<file path="src/sv/acf_pkg.sv">
// Shared types, character codes and frame constants for the command frame parser.
`default_nettype none

package acf_pkg;

    // Default receive buffer depth; the fill counter flushes at depth minus one.
    localparam int ACF_BUFFER_DEPTH = 64;

    localparam int SETTING_COUNT = 6;
    localparam int FLAG_W        = 10;
    localparam int VALUE_W       = 10;
    localparam int KIND_W        = 4;
    localparam int LEN_W         = 4;

    // Frame kinds reported with each result.
    localparam logic [KIND_W-1:0] KIND_NONE  = 4'd0;
    localparam logic [KIND_W-1:0] KIND_RAH   = 4'd1;
    localparam logic [KIND_W-1:0] KIND_RAL   = 4'd2;
    localparam logic [KIND_W-1:0] KIND_RCH   = 4'd3;
    localparam logic [KIND_W-1:0] KIND_RCL   = 4'd4;
    localparam logic [KIND_W-1:0] KIND_RSH   = 4'd5;
    localparam logic [KIND_W-1:0] KIND_RSL   = 4'd6;
    localparam logic [KIND_W-1:0] KIND_CLOSE = 4'd7;
    localparam logic [KIND_W-1:0] KIND_FAR   = 4'd8;
    localparam logic [KIND_W-1:0] KIND_OFF   = 4'd9;
    localparam logic [KIND_W-1:0] KIND_ON    = 4'd10;
    localparam logic [KIND_W-1:0] KIND_BAD   = 4'd11;

    // Flag bit positions above the six setting arrivals.
    localparam int FLAG_CLOSE = 6;
    localparam int FLAG_FAR   = 7;
    localparam int FLAG_OFF   = 8;
    localparam int FLAG_ON    = 9;

    // A clear request drops the setting arrivals and the key off/on flags.
    localparam logic [FLAG_W-1:0] CLEAR_MASK = 10'h33F;

    // Character codes.
    localparam logic [7:0] CH_OPEN  = 8'h3C;
    localparam logic [7:0] CH_CLOSE = 8'h3E;
    localparam logic [7:0] CH_R     = 8'h52;
    localparam logic [7:0] CH_A     = 8'h41;
    localparam logic [7:0] CH_C     = 8'h43;
    localparam logic [7:0] CH_S     = 8'h53;
    localparam logic [7:0] CH_H     = 8'h48;
    localparam logic [7:0] CH_L     = 8'h4C;
    localparam logic [7:0] CH_ZERO  = 8'h30;
    localparam logic [7:0] CH_NINE  = 8'h39;

    // Key frame bodies, first character in the top byte.
    localparam logic [47:0] PAT_KEY_CLOSE = "WK0001";
    localparam logic [47:0] PAT_KEY_FAR   = "WK0000";
    localparam logic [47:0] PAT_KEY_OFF   = "WK0010";
    localparam logic [47:0] PAT_KEY_ON    = "WK0011";

    // Result of decoding one closed frame.
    typedef struct packed {
        logic [KIND_W-1:0]  kind;
        logic [2:0]         slot;
        logic [VALUE_W-1:0] value;
    } t_decode;

endpackage : acf_pkg

`default_nettype wire

</file>
<file path="src/sv/acf_frame_decode.sv">
// Combinational decoder for the six characters captured between '<' and '>'.
`default_nettype none

module acf_frame_decode
    import acf_pkg::*;
(
    input  wire logic [47:0]      i_chars,
    input  wire logic [LEN_W-1:0] i_len,
    output t_decode               o_dec
);

    logic [7:0] c0, c1, c2, c3, c4, c5;
    logic [1:0] group_sel;
    logic       group_ok;
    logic       half_sel;
    logic       half_ok;
    logic       digits_ok;
    logic [2:0] slot;

    assign {c0, c1, c2, c3, c4, c5} = i_chars;

    always_comb begin
        group_sel = 2'd0;
        group_ok  = 1'b1;
        unique case (c1)
            CH_A:    group_sel = 2'd0;
            CH_C:    group_sel = 2'd1;
            CH_S:    group_sel = 2'd2;
            default: group_ok  = 1'b0;
        endcase
        half_sel = 1'b0;
        half_ok  = 1'b1;
        unique case (c2)
            CH_H:    half_sel = 1'b0;
            CH_L:    half_sel = 1'b1;
            default: half_ok  = 1'b0;
        endcase
    end

    assign digits_ok = (c3 >= CH_ZERO) && (c3 <= CH_NINE) &&
                       (c4 >= CH_ZERO) && (c4 <= CH_NINE) &&
                       (c5 >= CH_ZERO) && (c5 <= CH_NINE);
    assign slot      = {group_sel, half_sel};

    always_comb begin
        o_dec.kind  = KIND_BAD;
        o_dec.slot  = slot;
        // Digits are 0x30..0x39, so the low nibble is the digit value.
        o_dec.value = VALUE_W'(c3[3:0]) * 10'd100 + VALUE_W'(c4[3:0]) * 10'd10 +
                      VALUE_W'(c5[3:0]);
        if (i_len == LEN_W'(SETTING_COUNT)) begin
            if (c0 == CH_R) begin
                if (group_ok && half_ok && digits_ok) begin
                    o_dec.kind = KIND_W'(slot) + 4'd1;
                end
            end else if (i_chars == PAT_KEY_CLOSE) begin
                o_dec.kind = KIND_CLOSE;
            end else if (i_chars == PAT_KEY_FAR) begin
                o_dec.kind = KIND_FAR;
            end else if (i_chars == PAT_KEY_OFF) begin
                o_dec.kind = KIND_OFF;
            end else if (i_chars == PAT_KEY_ON) begin
                o_dec.kind = KIND_ON;
            end
        end
    end

endmodule : acf_frame_decode

`default_nettype wire

</file>
<file path="src/sv/ascii_command_frame_parser.sv">
// A result is registered and appears in the cycle after its transaction is accepted on the input side.
// Throughput: one byte or clear request per cycle while the output side keeps up; the single result register sets this.
// Out of reset, the input side stalls only while a result is held by a stalled output side.
// Reset is synchronous and active low; it clears the frame state, the flags and the
// six stored settings, and the input side stalls while reset is held.
`default_nettype none

module ascii_command_frame_parser
    import acf_pkg::*;
#(
    parameter int BUFFER_DEPTH = ACF_BUFFER_DEPTH
) (
    input  wire logic               i_clk,
    input  wire logic               i_rst_n,
    input  wire logic               i_in_valid,
    output logic                    o_in_stall,
    input  wire logic               i_mode,
    input  wire logic [7:0]         i_rx_byte,
    output logic                    o_out_valid,
    input  wire logic               i_out_stall,
    output logic [KIND_W-1:0]       o_frame_kind,
    output logic                    o_buffer_flushed,
    output logic [FLAG_W-1:0]       o_arrival_flags,
    output logic                    o_all_settings_received,
    output logic [VALUE_W-1:0]      o_air_direction,
    output logic [VALUE_W-1:0]      o_air_speed,
    output logic [VALUE_W-1:0]      o_seat_height,
    output logic [VALUE_W-1:0]      o_seat_lateral,
    output logic [VALUE_W-1:0]      o_side_height,
    output logic [VALUE_W-1:0]      o_side_lateral
);

    // The fill counter never holds more than BUFFER_DEPTH - 2.
    localparam int FILL_W = $clog2(BUFFER_DEPTH);
    localparam logic [FILL_W-1:0] FILL_LIMIT = FILL_W'(BUFFER_DEPTH - 1);

    // Frame parsing state.
    logic                r_open;
    logic                n_open;
    logic [LEN_W-1:0]    r_len;
    logic [LEN_W-1:0]    n_len;
    logic [FILL_W-1:0]   r_fill;
    logic [FILL_W-1:0]   n_fill;
    logic [7:0]          r_chars [SETTING_COUNT];
    logic                n_wr_char;

    // Architectural state that is also the result payload.
    logic [FLAG_W-1:0]   r_flags;
    logic [FLAG_W-1:0]   n_flags;
    logic [VALUE_W-1:0]  r_values [SETTING_COUNT];
    logic                n_wr_value;

    // Result register.
    logic                r_out_valid;
    logic [KIND_W-1:0]   r_kind;
    logic [KIND_W-1:0]   n_kind;
    logic                r_flushed;
    logic                n_flushed;

    logic                accept;
    t_decode             dec;

    // Out of reset, the input may advance whenever the result register is empty or is being taken
    // in this cycle, so a new transaction lands each cycle the output side keeps up.
    assign o_in_stall = !i_rst_n || (r_out_valid && i_out_stall);
    assign accept     = i_in_valid && !o_in_stall;

    acf_frame_decode u_decode (
        .i_chars ({r_chars[0], r_chars[1], r_chars[2], r_chars[3], r_chars[4], r_chars[5]}),
        .i_len   (r_len),
        .o_dec   (dec)
    );

    always_comb begin
        n_open     = r_open;
        n_len      = r_len;
        n_fill     = r_fill;
        n_flags    = r_flags;
        n_kind     = KIND_NONE;
        n_flushed  = 1'b0;
        n_wr_char  = 1'b0;
        n_wr_value = 1'b0;
        if (i_mode) begin
            // Clear request: the buffer is left alone and the byte is ignored.
            n_flags = r_flags & ~CLEAR_MASK;
        end else begin
            n_fill = r_fill + 1'b1;
            if (!r_open) begin
                // Bytes before the opening '<' are only counted.
                if (i_rx_byte == CH_OPEN) begin
                    n_open = 1'b1;
                    n_len  = '0;
                end
            end else if (i_rx_byte == CH_CLOSE) begin
                n_kind = dec.kind;
                unique case (dec.kind) inside
                    KIND_RAH, KIND_RAL, KIND_RCH, KIND_RCL, KIND_RSH, KIND_RSL: begin
                        n_wr_value          = 1'b1;
                        n_flags[dec.slot]   = 1'b1;
                    end
                    KIND_CLOSE: begin
                        n_flags[FLAG_CLOSE] = 1'b1;
                        n_flags[FLAG_FAR]   = 1'b0;
                    end
                    KIND_FAR: begin
                        n_flags[FLAG_FAR]   = 1'b1;
                        n_flags[FLAG_CLOSE] = 1'b0;
                    end
                    KIND_OFF: begin
                        n_flags[FLAG_OFF]   = 1'b1;
                    end
                    KIND_ON: begin
                        n_flags[FLAG_ON]    = 1'b1;
                    end
                    default: begin
                        n_flags = r_flags;
                    end
                endcase
                // Every closed frame empties the buffer.
                n_open = 1'b0;
                n_len  = '0;
                n_fill = '0;
            end else begin
                // Only the first six characters are kept; the length saturates.
                n_wr_char = (r_len < LEN_W'(SETTING_COUNT));
                if (r_len != {LEN_W{1'b1}}) begin
                    n_len = r_len + 1'b1;
                end
            end
            // A full buffer is flushed, dropping any half-received frame.
            if (n_fill >= FILL_LIMIT) begin
                n_fill    = '0;
                n_open    = 1'b0;
                n_len     = '0;
                n_flushed = 1'b1;
            end
        end
    end

    always_ff @(posedge i_clk) begin
        if (!i_rst_n) begin
            r_open      <= 1'b0;
            r_len       <= '0;
            r_fill      <= '0;
            r_flags     <= '0;
            r_out_valid <= 1'b0;
            for (int i = 0; i < SETTING_COUNT; i++) begin
                r_values[i] <= '0;
            end
        end else begin
            if (accept) begin
                r_open      <= n_open;
                r_len       <= n_len;
                r_fill      <= n_fill;
                r_flags     <= n_flags;
                r_out_valid <= 1'b1;
                if (n_wr_value) begin
                    r_values[dec.slot] <= dec.value;
                end
            end else if (!i_out_stall) begin
                r_out_valid <= 1'b0;
            end
        end
    end

    // Captured characters and result codes are plain payload.
    always_ff @(posedge i_clk) begin
        if (accept) begin
            r_kind    <= n_kind;
            r_flushed <= n_flushed;
            if (n_wr_char) begin
                r_chars[r_len[2:0]] <= i_rx_byte;
            end
        end
    end

    // The state only moves together with the result register, so the stored flags
    // and settings are the result payload and hold still while the output stalls.
    assign o_out_valid             = r_out_valid;
    assign o_frame_kind            = r_kind;
    assign o_buffer_flushed        = r_flushed;
    assign o_arrival_flags         = r_flags;
    assign o_all_settings_received = &r_flags[SETTING_COUNT-1:0];
    assign o_air_direction         = r_values[0];
    assign o_air_speed             = r_values[1];
    assign o_seat_height           = r_values[2];
    assign o_seat_lateral          = r_values[3];
    assign o_side_height           = r_values[4];
    assign o_side_lateral          = r_values[5];

endmodule : ascii_command_frame_parser

`default_nettype wire

</file>
<file path="config.mk">
export PLATFORM = sky130hd
export DESIGN_NAME = ascii_command_frame_parser
export DESIGN_NICKNAME = d
export VERILOG_FILES = /design/src/sv/acf_pkg.sv /design/src/sv/acf_frame_decode.sv /design/src/sv/ascii_command_frame_parser.sv
export SDC_FILE = /design/constraint.sdc
export NUM_CORES = 1
export LEC_CHECK = 0
export BUFFER_PORTS_ARGS = -buffer_cell sky130_fd_sc_hd__buf_2
export CAP_MARGIN = 0
export CORE_MARGIN = 2
export CORE_UTILIZATION = 51
export CTS_CLUSTER_SIZE = 10
export DETAILED_ROUTE_END_ITERATION = 10
export PLACE_DENSITY = 0.8
export SLEW_MARGIN = 20
export SYNTH_ARGS = -nofsm -noshare
export SYNTH_HDL_FRONTEND = slang
export SYNTH_SLANG_ARGS = --single-unit
</file>
<file path="constraint.sdc">
create_clock -name i_clk -period 3.2 [get_ports i_clk]
set_input_delay 0.48 -clock i_clk [delete_from_list [all_inputs] [get_ports i_clk]]
set_output_delay 0.48 -clock i_clk [all_outputs]
set_load 0.005 [all_outputs]
</file>
== Word-level counts from Yosys, hierarchy flattened ==
Memories as Yosys holds them, arrays and structs flattened.
Index checks and enable logic that the tools add are counted.

* Bits in registers: 27
* Bits in writable memories: 108
* Input port bits: 13
* Logic and storage cells: 145
* Memories kept: 2

* $add $sub $neg: 5
* Multipliers: 2
* Magnitude comparators: 10
* Equality and inequality tests: 26
* Multiplexer cells: 54
* Bitwise logic cells: 4
* Reduce and logical (&&, ||, !) cells: 32

{| class="wikitable"
|+ Memory list
! name !! depth !! bits a word !! read ports !! clocked after memory_dff !! wr ports !! line !! source
|-
| r_values || 6 || 10 || 6 || 0 || 6 || ascii_command_frame_parser.sv:50 || <nowiki>logic [VALUE_W-1:0] r_values [SETTING_COUNT];</nowiki>
|-
| r_chars || 6 || 8 || 6 || 0 || 1 || ascii_command_frame_parser.sv:44 || <nowiki>logic [7:0] r_chars [SETTING_COUNT];</nowiki>
|}

{| class="wikitable"
|+ Operators with widths
! cell !! number
|-
| 48-bit by 47-bit equality test with 1-bit output (second input constant) || 4
|-
| 8-bit by 7-bit equality test with 1-bit output (second input constant) || 6
|-
| 4-bit 2-to-1 mux || 11
|-
| 10-bit 2-to-1 mux || 4
|-
| 6-bit 2-to-1 mux || 5
|-
| 1-bit 2-to-1 mux || 28
|-
| 8-bit by 6-bit >= comparator with 1-bit output (second input constant) || 3
|-
| 8-bit by 6-bit <= comparator with 1-bit output (second input constant) || 3
|-
| 4-bit by 3-bit equality test with 1-bit output (second input constant) || 5
|-
| 8-bit by 6-bit equality test with 1-bit output (second input constant) || 2
|-
| 4-bit AND reduction || 4
|-
| 4-bit equality test (second input constant) || 3
|-
| 3-bit nonzero test || 4
|-
| 10-bit by 4-bit adder with 10-bit output || 1
|-
| 10-bit by 8-bit adder with 10-bit output || 1
|-
| 1-bit logical AND || 10
|-
| 10-bit by 8-bit bitwise OR with 10-bit output || 1
|-
| 10-bit OR reduction || 1
|-
| 4-bit by 2-bit equality test with 1-bit output (second input constant) || 2
|-
| 4-bit by 5-bit multiplier with 8-bit output (second input constant) || 1
|-
| 4-bit by 3-bit multiplier with 7-bit output (second input constant) || 1
|-
| 6-bit by 1-bit adder with 6-bit output (second input constant) || 1
|-
| 6-bit >= comparator (second input constant) || 1
|-
| 2-bit one-hot mux with 3 select lines || 1
|-
| 23 further kinds || 30
|}

== Depth between registers and ports, before layout ==
Gate-level depths: netlist of the first run.
An unclocked memory read counts as a cell.

* Depth after elaboration: 23
* Depth in mapped cells: 13
* Gate-level depth less buffers: 13

== Hierarchy ==
A second synthesis of the first run with hierarchy kept.

* Cell total of the unflattened synthesis: 512
* Area, all modules: 6381.1 um2

{| class="wikitable"
|+ By module, submodules not included
! module !! times used !! cells each !! area an instance (um2)
|-
| ascii_command_frame_parser || 1 || 375 || 5235.0
|-
| acf_frame_decode || 1 || 137 || 1146.1
|}

== Worst setup path after synthesis of the first run ==
OpenSTA, ideal clock, no wires.

* Path type: register to register
* From: memory r_chars[4][1]
* To: memory r_values[0][8], data pin
* Setup time: 271 ps
* Data arrival time: 2898 ps
* Required time: 2929 ps
* Slack: 30 ps
* Cell stages (with the launch flop): 12
* Buffers on the path: 0
* Clock period less this slack: 3170 ps
* Cell sequence: edfxtp_1 ha_1 ha_1 fa_1 ha_1 ha_1 o21ai_0 nand2b_1 a21o_1 a21oi_1 xor2_1 nor3_1

{| class="wikitable"
|+ RTL lines
! what !! line
|-
| start: declaration || ascii_command_frame_parser.sv:44
|-
| end: declaration || ascii_command_frame_parser.sv:50
|}

==> results of run 1 <==
-- worst min path at each step --
stage / endpoint / start / cells after the start
finish: o_out_valid / i_in_valid / 3
floorplan: o_arrival_flags[8] / o_arrival_flags[8] / 2
CTS: o_out_valid / i_in_valid / 3
detailed placement: o_arrival_flags[4] / o_arrival_flags[4] / 2
global placement: o_arrival_flags[3] / o_arrival_flags[3] / 2
global route: o_out_valid / i_in_valid / 3
-- per-stage QoR --
step	util, %	std cells	cell area (um^2)	power, mW
5_1_grt	66.1	772	7640	4.17
2_1_floorplan	-	488	6110	2.03
3_3_place_gp	59.7	738	6900	2.10
6_report	66.1	772	7640	4.05
3_5_place_dp	59.7	738	6900	2.11
4_1_cts	65.0	770	7510	4.07
-- worst max-delay path, cell delays in order (launching register included) --
cell,delay (ps)
edfxtp_1,390
ha_1,310
ha_2,200
fa_2,520
ha_1,250
ha_4,260
o21ai_0,80
nand2b_1,140
a21o_1,190
a21oi_2,140
xor2_1,140
buf_4,150
nor3_1,50
-- layout by cell type (no fill, tap or decap), types with 3 or more instances in the layout --
cell	instances
or2_2	3
nand2_1	36
xnor2_1	7
nand2b_1	6
inv_6	3
nor2_1	63
buf_4	33
clkinvlp_4	4
xor2_1	9
ha_4	6
edfxtp_1	113
nor2b_1	15
fa_1	4
nand4_1	8
clkbuf_16	17
ha_1	26
a21oi_1	12
inv_1	17
dfxtp_1	22
nand3_1	13
nor4b_1	4
a21o_1	6
or3_1	3
nor4b_2	3
nor3_1	27
bufinv_16	3
o21ai_0	17
buf_2	90
-- flip-flops by register name, summed over array words and instances (netlist names) --
register,flops
o_arrival_flags,10
r_len,4
r_values,60
o_out_valid,1
r_fill,6
o_buffer_flushed,1
o_frame_kind,4
r_chars,48
r_open,1
-- cell families (layout without fill, tap and decap cells) --
family | after synthesis | count (layout)
buffers and inverters | 34 | 175
and+or+nand+nor | 205 | 205
adders and majority gates | 38 | 38
xor gates and xnor gates | 17 | 17
AOI/OAI and AO/OA | 59 | 59
DFF | 135 | 135
-- power breakdown --
group          total, mW  internal [mW]  switching [mW]
Combinational      0.116         0.0466          0.0692
Clock               1.98           1.23           0.753
Sequential          1.96           1.94          0.0137
Total               4.05           3.22           0.836
-- per-layer routing --
layer	track usage (%)	up-vias	wire length (um)
met1	25.9	2136	5570
met2	39.4	188	7110
met3	5.69	30	849
li1	-	2036	-
met5	0	-	0
met4	7.97	0	350
-- layout make-up --
type                            instances  area share (%)
Sequential cell                       135            50.2
Multi-Input combinational cell        319            29.5
Timing Repair Buffer                  123            9.14
Clock buffer                           17            5.57
Tap cell                              143            2.34
Clock inverter                         15            2.32
Inverter                               20           0.982
-- repair_timing --
action	in CTS	in global routing
gates resized for setup	1	17
endpoints found under the setup margin	6	22
buffers inserted	0	2
pin swaps	0	10
==> impl_metrics.ini, run 1 <==
[place]
placement.setup.worst_slack_ps = -20.9
port-buffer-count = 90
gp_congestion = 0.893
hpwl_um = 9500

[yosys]
synth_compound_gate_area_share_pct = 6.27
mappedNetlistNets = 539
yosysWarnings = 0
seq_area_frac_synth_pct = 62.8
fraction_of_synthesized_cell_area_taken_by_the_top_area_cell_type_pct = 55.6
synth.mux.area_fraction_pct = 0
synth_simple_gate_area_share_pct = 17.8
synth_top_flop_cell = edfxtp_1
post_synth.cell_area_avg_um2 = 12.5
synth_adder_area_share_pct = 8.40
mappedNetlistArea_um2 = 6110
number_of_enable_flip_flop_cells_after_synthesis = 113
yosys-top-cells-area = edfxtp_1 (56%), dfxtp_1 (7.2%), ha_1 (6.8%)
async_flop_share_pct = 0
yosysMostFrequentCell = edfxtp_1
synth_xor_area_share_pct = 2.44
combinational_family_with_the_most_area_after_synthesis = simple AND/OR/NAND/NOR gates
mapped_cells = 488
synth.cells.most_frequent = edfxtp_1 (113), nor2_1 (63), nand2_1 (36), ha_1 (33), nor3_1 (28)
netlist.top_cell.by_area = edfxtp_1
synth.ff_latch_count = 135
synthDistinctLibCells = 58

[global_route]
grt_antenna_before_repair = 0
gr-total-overflow = 0
via_count_of_the_first_global_routing_pass = 4442
grt_max_degree = 21
grt_pass1_wl_um = 22000
grtUsageTotal_pct = 22.1

[routing]
routedWlPerCell_um = 18.0
wirelength_um = 13900
drt-initial-drc-count = 386
routed_via_density = 5.69
detailroute.via_count = 4390
drcViolationCount = 0
antenna_left = 0
drt_pre_antenna_iters = 5

[final_layout]
antenna-diode-count = 0
syn_to_final_growth_pct = 25.2
final_layout_size_suffix_gt1_share_pct = 29.4
nets = 667
total_area_of_multi_input_combinational_cells_um2 = 2250
seq_area_um2 = 3830
n_fill_cell = 799

[critical_path]
setup.worst_path.start_class = register
worst_setup_path_endpoint = r_values[2][8]
r2r.worst_path.cells = 12
worst_ep_arrival_time_ps = 3250
worstSetupStartpoint = r_chars[4][3]
crit_fanout = 6
reg2reg_setup_slack_ps = 90
critPathCaptureType = register
worst_r2r_startpoint = r_chars[4][3]
timing.critical_path.required_ps = 3350
crit_type = reg2reg
r2r-end = r_values[2][8]

[floorplan]
boundaryPins = 91
die_w_um = 113
placeableCoreArea_um2 = 11600
start_util_pct = 52.8
die_area_um2 = 12900
dieHeight_um = 113
rows = 39

[flow_run]
timing.max_cap.violations = 0

[timing]
fmax_mhz = 322
slew_viol_final = 0
hold_violations = 0
slew_worst_pin_ps = 674
timing.setup.tns_ps = 0
setup_violations = 0
final_worst_path_period_need_ps = 3110
slew-limit-headroom_pct = 54.4
final.hold.worst_slack_ps = 317
fin_skew_ps = 10.1
timing.final.crit_share_pct = 97.1
final_worst_slack_ps = 94.2

[cts]
cts_root_buffer = clkbuf_16
cts-buffers-inserted = 17
clkSlewWorstSetupHoldPaths_ps = 60
clk-insertion-delay-late_ps = 410
clock_tree.htree_level_count = 4
cts.path.max_buffers = 2
cts-hold-fix-buffers = 0
cts_tree = built
cts.sinks = 135

[pwr]
vdd.ir_drop.worst_mv = 0.467
power.density_nw_per_um2 = 530
p_leak_nw = 2.96

[min_path]
hold_path_class = in2reg

[outcome]
run_status = complete, no violations
No activity file was read; power rests on OpenSTA's default activity.
==> run 2, diff against run 1 <==
--- a/config.mk
+++ b/config.mk
@@ -5,13 +5,14 @@
 export SDC_FILE = /design/constraint.sdc
 export NUM_CORES = 1
 export LEC_CHECK = 0
+export ABC_AREA = 1
 export BUFFER_PORTS_ARGS = -buffer_cell sky130_fd_sc_hd__buf_2
 export CAP_MARGIN = 0
 export CORE_MARGIN = 2
-export CORE_UTILIZATION = 51
+export CORE_UTILIZATION = 52
 export CTS_CLUSTER_SIZE = 10
 export DETAILED_ROUTE_END_ITERATION = 10
-export PLACE_DENSITY = 0.8
+export PLACE_DENSITY = 0.87
 export SLEW_MARGIN = 20
 export SYNTH_ARGS = -nofsm -noshare
 export SYNTH_HDL_FRONTEND = slang
==> impl_metrics.ini, run 2 <==
[outcome]
run_status = complete, no violations

[floorplan]
die_w_um = 117
placeableCoreArea_um2 = 12500
rows = 41
dieHeight_um = 117
die_area_um2 = 13600
start_util_pct = 52.9
boundaryPins = 91

[global_route]
gr-total-overflow = 0
grt_pass1_wl_um = 23200
grt_antenna_before_repair = 0
via_count_of_the_first_global_routing_pass = 4927
grt_max_degree = 24
grtUsageTotal_pct = 22.5

[timing]
rsz0062_at_grt = yes
slew-limit-headroom_pct = 61.7
timing.final.crit_share_pct = 99.1
hold_violations = 0
fin_skew_ps = 7.64
fmax_mhz = 315
slew_viol_final = 0
final_worst_path_period_need_ps = 3170
slew_worst_pin_ps = 575
setup_violations = 0
final_worst_slack_ps = 29.0

[pwr]
internal-power_mw = 3.23
power_switching_share_pct = 21.4
finalPower_mw = 4.11
power.share.combinational_pct = 2.9
clkPwrFrac_pct = 49.5
power.density_nw_per_um2 = 498
power_frac_seq_pct = 47.6
p_leak_nw = 3.37
vdd.ir_drop.worst_mv = 0.480
net_sw_power_uw = 878

[place]
placement.setup.worst_slack_ps = -77.0
gp_congestion = 0.889
port-buffer-count = 90
hpwl_um = 10300

[yosys]
seq_area_frac_synth_pct = 57.9
mappedNetlistArea_um2 = 6620
synth_top_flop_cell = edfxtp_1
async_flop_share_pct = 0
yosys-top-cells-area = edfxtp_1 (51%), dfxtp_1 (6.7%), ha_1 (6.2%)
yosysMostFrequentCell = edfxtp_1
netlist.top_cell.by_area = edfxtp_1
synth.ff_latch_count = 135
synthDistinctLibCells = 37
synth.cells.most_frequent = edfxtp_1 (113), nor2_1 (105), inv_1 (95), nand2_1 (94), nand3_1 (48)
mapped_cells = 649
fraction_of_synthesized_cell_area_taken_by_the_top_area_cell_type_pct = 51.3
yosysWarnings = 0
mappedNetlistNets = 700
number_of_enable_flip_flop_cells_after_synthesis = 113
post_synth.cell_area_avg_um2 = 10.2

[final_layout]
register_containing_the_most_flip_flops_in_the_final_layout = r_values
final_layout_size_suffix_gt1_share_pct = 27.2
flip_flop_count_of_the_largest_register_all_copies_and_words_added = 60
commonest_non_fill_non_tap_cell_in_the_layout = edfxtp_1
final_cell_mix = edfxtp_1 (113), nor2_1 (101), inv_1 (93)
nets = 831
antenna-diode-count = 0
syn_to_final_growth_pct = 24.5

[cts]
cts-buffers-inserted = 17
cts_root_buffer = clkbuf_16
clk-insertion-delay-late_ps = 420
cts_tree = built
clock_tree.htree_level_count = 4
clkSlewWorstSetupHoldPaths_ps = 60
cts.sinks = 135
cts.path.max_buffers = 2

[critical_path]
critPathCaptureType = register
crit_fanout = 4
r2r.worst_path.cells = 15
setup.worst_path.start_class = register
timing.critical_path.required_ps = 3350
crit_type = reg2reg
worst_ep_arrival_time_ps = 3320
reg2reg_setup_slack_ps = 30

[min_path]
whs_path_depth = 3
hold_path_class = in2reg

[routing]
wirelength_um = 15000
antenna_left = 0
drcViolationCount = 0
routed_via_density = 5.30
routedWlPerCell_um = 15.6
detailroute.via_count = 5113
drt-initial-drc-count = 498
drt_pre_antenna_iters = 5

[flow_run]
timing.max_cap.violations = 0
## run 2: changes by cell type in the layout (fill, tap and decap cells not counted), moves of 11 or more
cell,change
inv_1,+76
nand2_1,+55
nor2_1,+38
nand3_1,+34
nor3_2,+16
nor2b_1,-15
a21oi_1,+13
nor3_1,-12
o21ai_0,-12
nor2_2,+11
## run 2: worst max-delay path, cell delays in order, from the launching register on
cell	delay (ps)
edfxtp_1	390
ha_1	340
ha_4	180
fa_2	590
ha_4	210
ha_4	240
nand2_4	80
nand2_4	50
a21oi_4	110
nor2_1	50
nor2_1	90
nor2_1	60
nor2_2	130
xor2_2	180
buf_6	150
nor3_2	40
## run 2: per-stage QoR
stage | cells | area [um^2] | TNS (ps) | hold slack (ps) | util [%]
after floorplan | 649 | 6660 | 0 | 447 | -
after global placement | 926 | 7440 | 0 | 437 | 59.5
after detailed placement | 926 | 7440 | -607 | 450 | 59.5
after CTS | 960 | 8080 | 0 | 320 | 64.6
after global routing | 965 | 8240 | -850 | 334 | 65.9
final | 965 | 8240 | 0 | 322 | 65.9
## run 2: per-layer routing
metal,vias up,part of all wire [%],track usage (%)
li1,2443,-,-
met1,2385,39,26.3
met2,247,51,40.2
met3,38,7.4,5.61
met4,0,2.5,8.31
met5,-,0,0
## run 2: final timing paths
check / start / to
worst max register to register: r_chars[4][1] / r_values[1][9]
worst min register to register: o_arrival_flags[9] / o_arrival_flags[9]
worst min-delay path: i_in_valid / o_out_valid
worst max-delay path: r_chars[4][1] / r_values[1][9]
## run 2: kinds of logic (layout without fill, tap and decap cells)
logic type	Yosys count	after routing	synth area share, %
adders and majority gates	38	38	7.75
and+or+nand+nor	320	320	23.5
xor gates and xnor gates	11	11	1.46
AOI/OAI and AO/OA	39	39	3.12
buffers and inverters	106	250	6.29
DFF	135	135	57.9
## run 2: timing repair
action,CTS,global route
pin swaps,3,18
hold buffers,0,0
cloned,0,1
gates resized for setup,3,25
setup buffers,2,4
endpoints found under the setup margin,17,37
## run 2: power by group through the flow
stage               Sequential [mW]  Clock, mW  Combinational, mW
finish                         1.96       2.03              0.117
global route                   1.96       2.11              0.133
CTS                            1.96       2.04              0.116
detailed placement             1.99          0              0.116
global placement               1.99          0              0.112
floorplan                      2.00          0             0.0323
## run 2: final cells by class
cell class	count	area [um^2]
fill	911	4270
sequential	135	3830
multi-input combinational	408	2530
timing repair buffer	118	664
clock buffer	17	425
inverter	99	375
tap	172	215
clock inverter	15	193
timing repair inverter	1	7.51
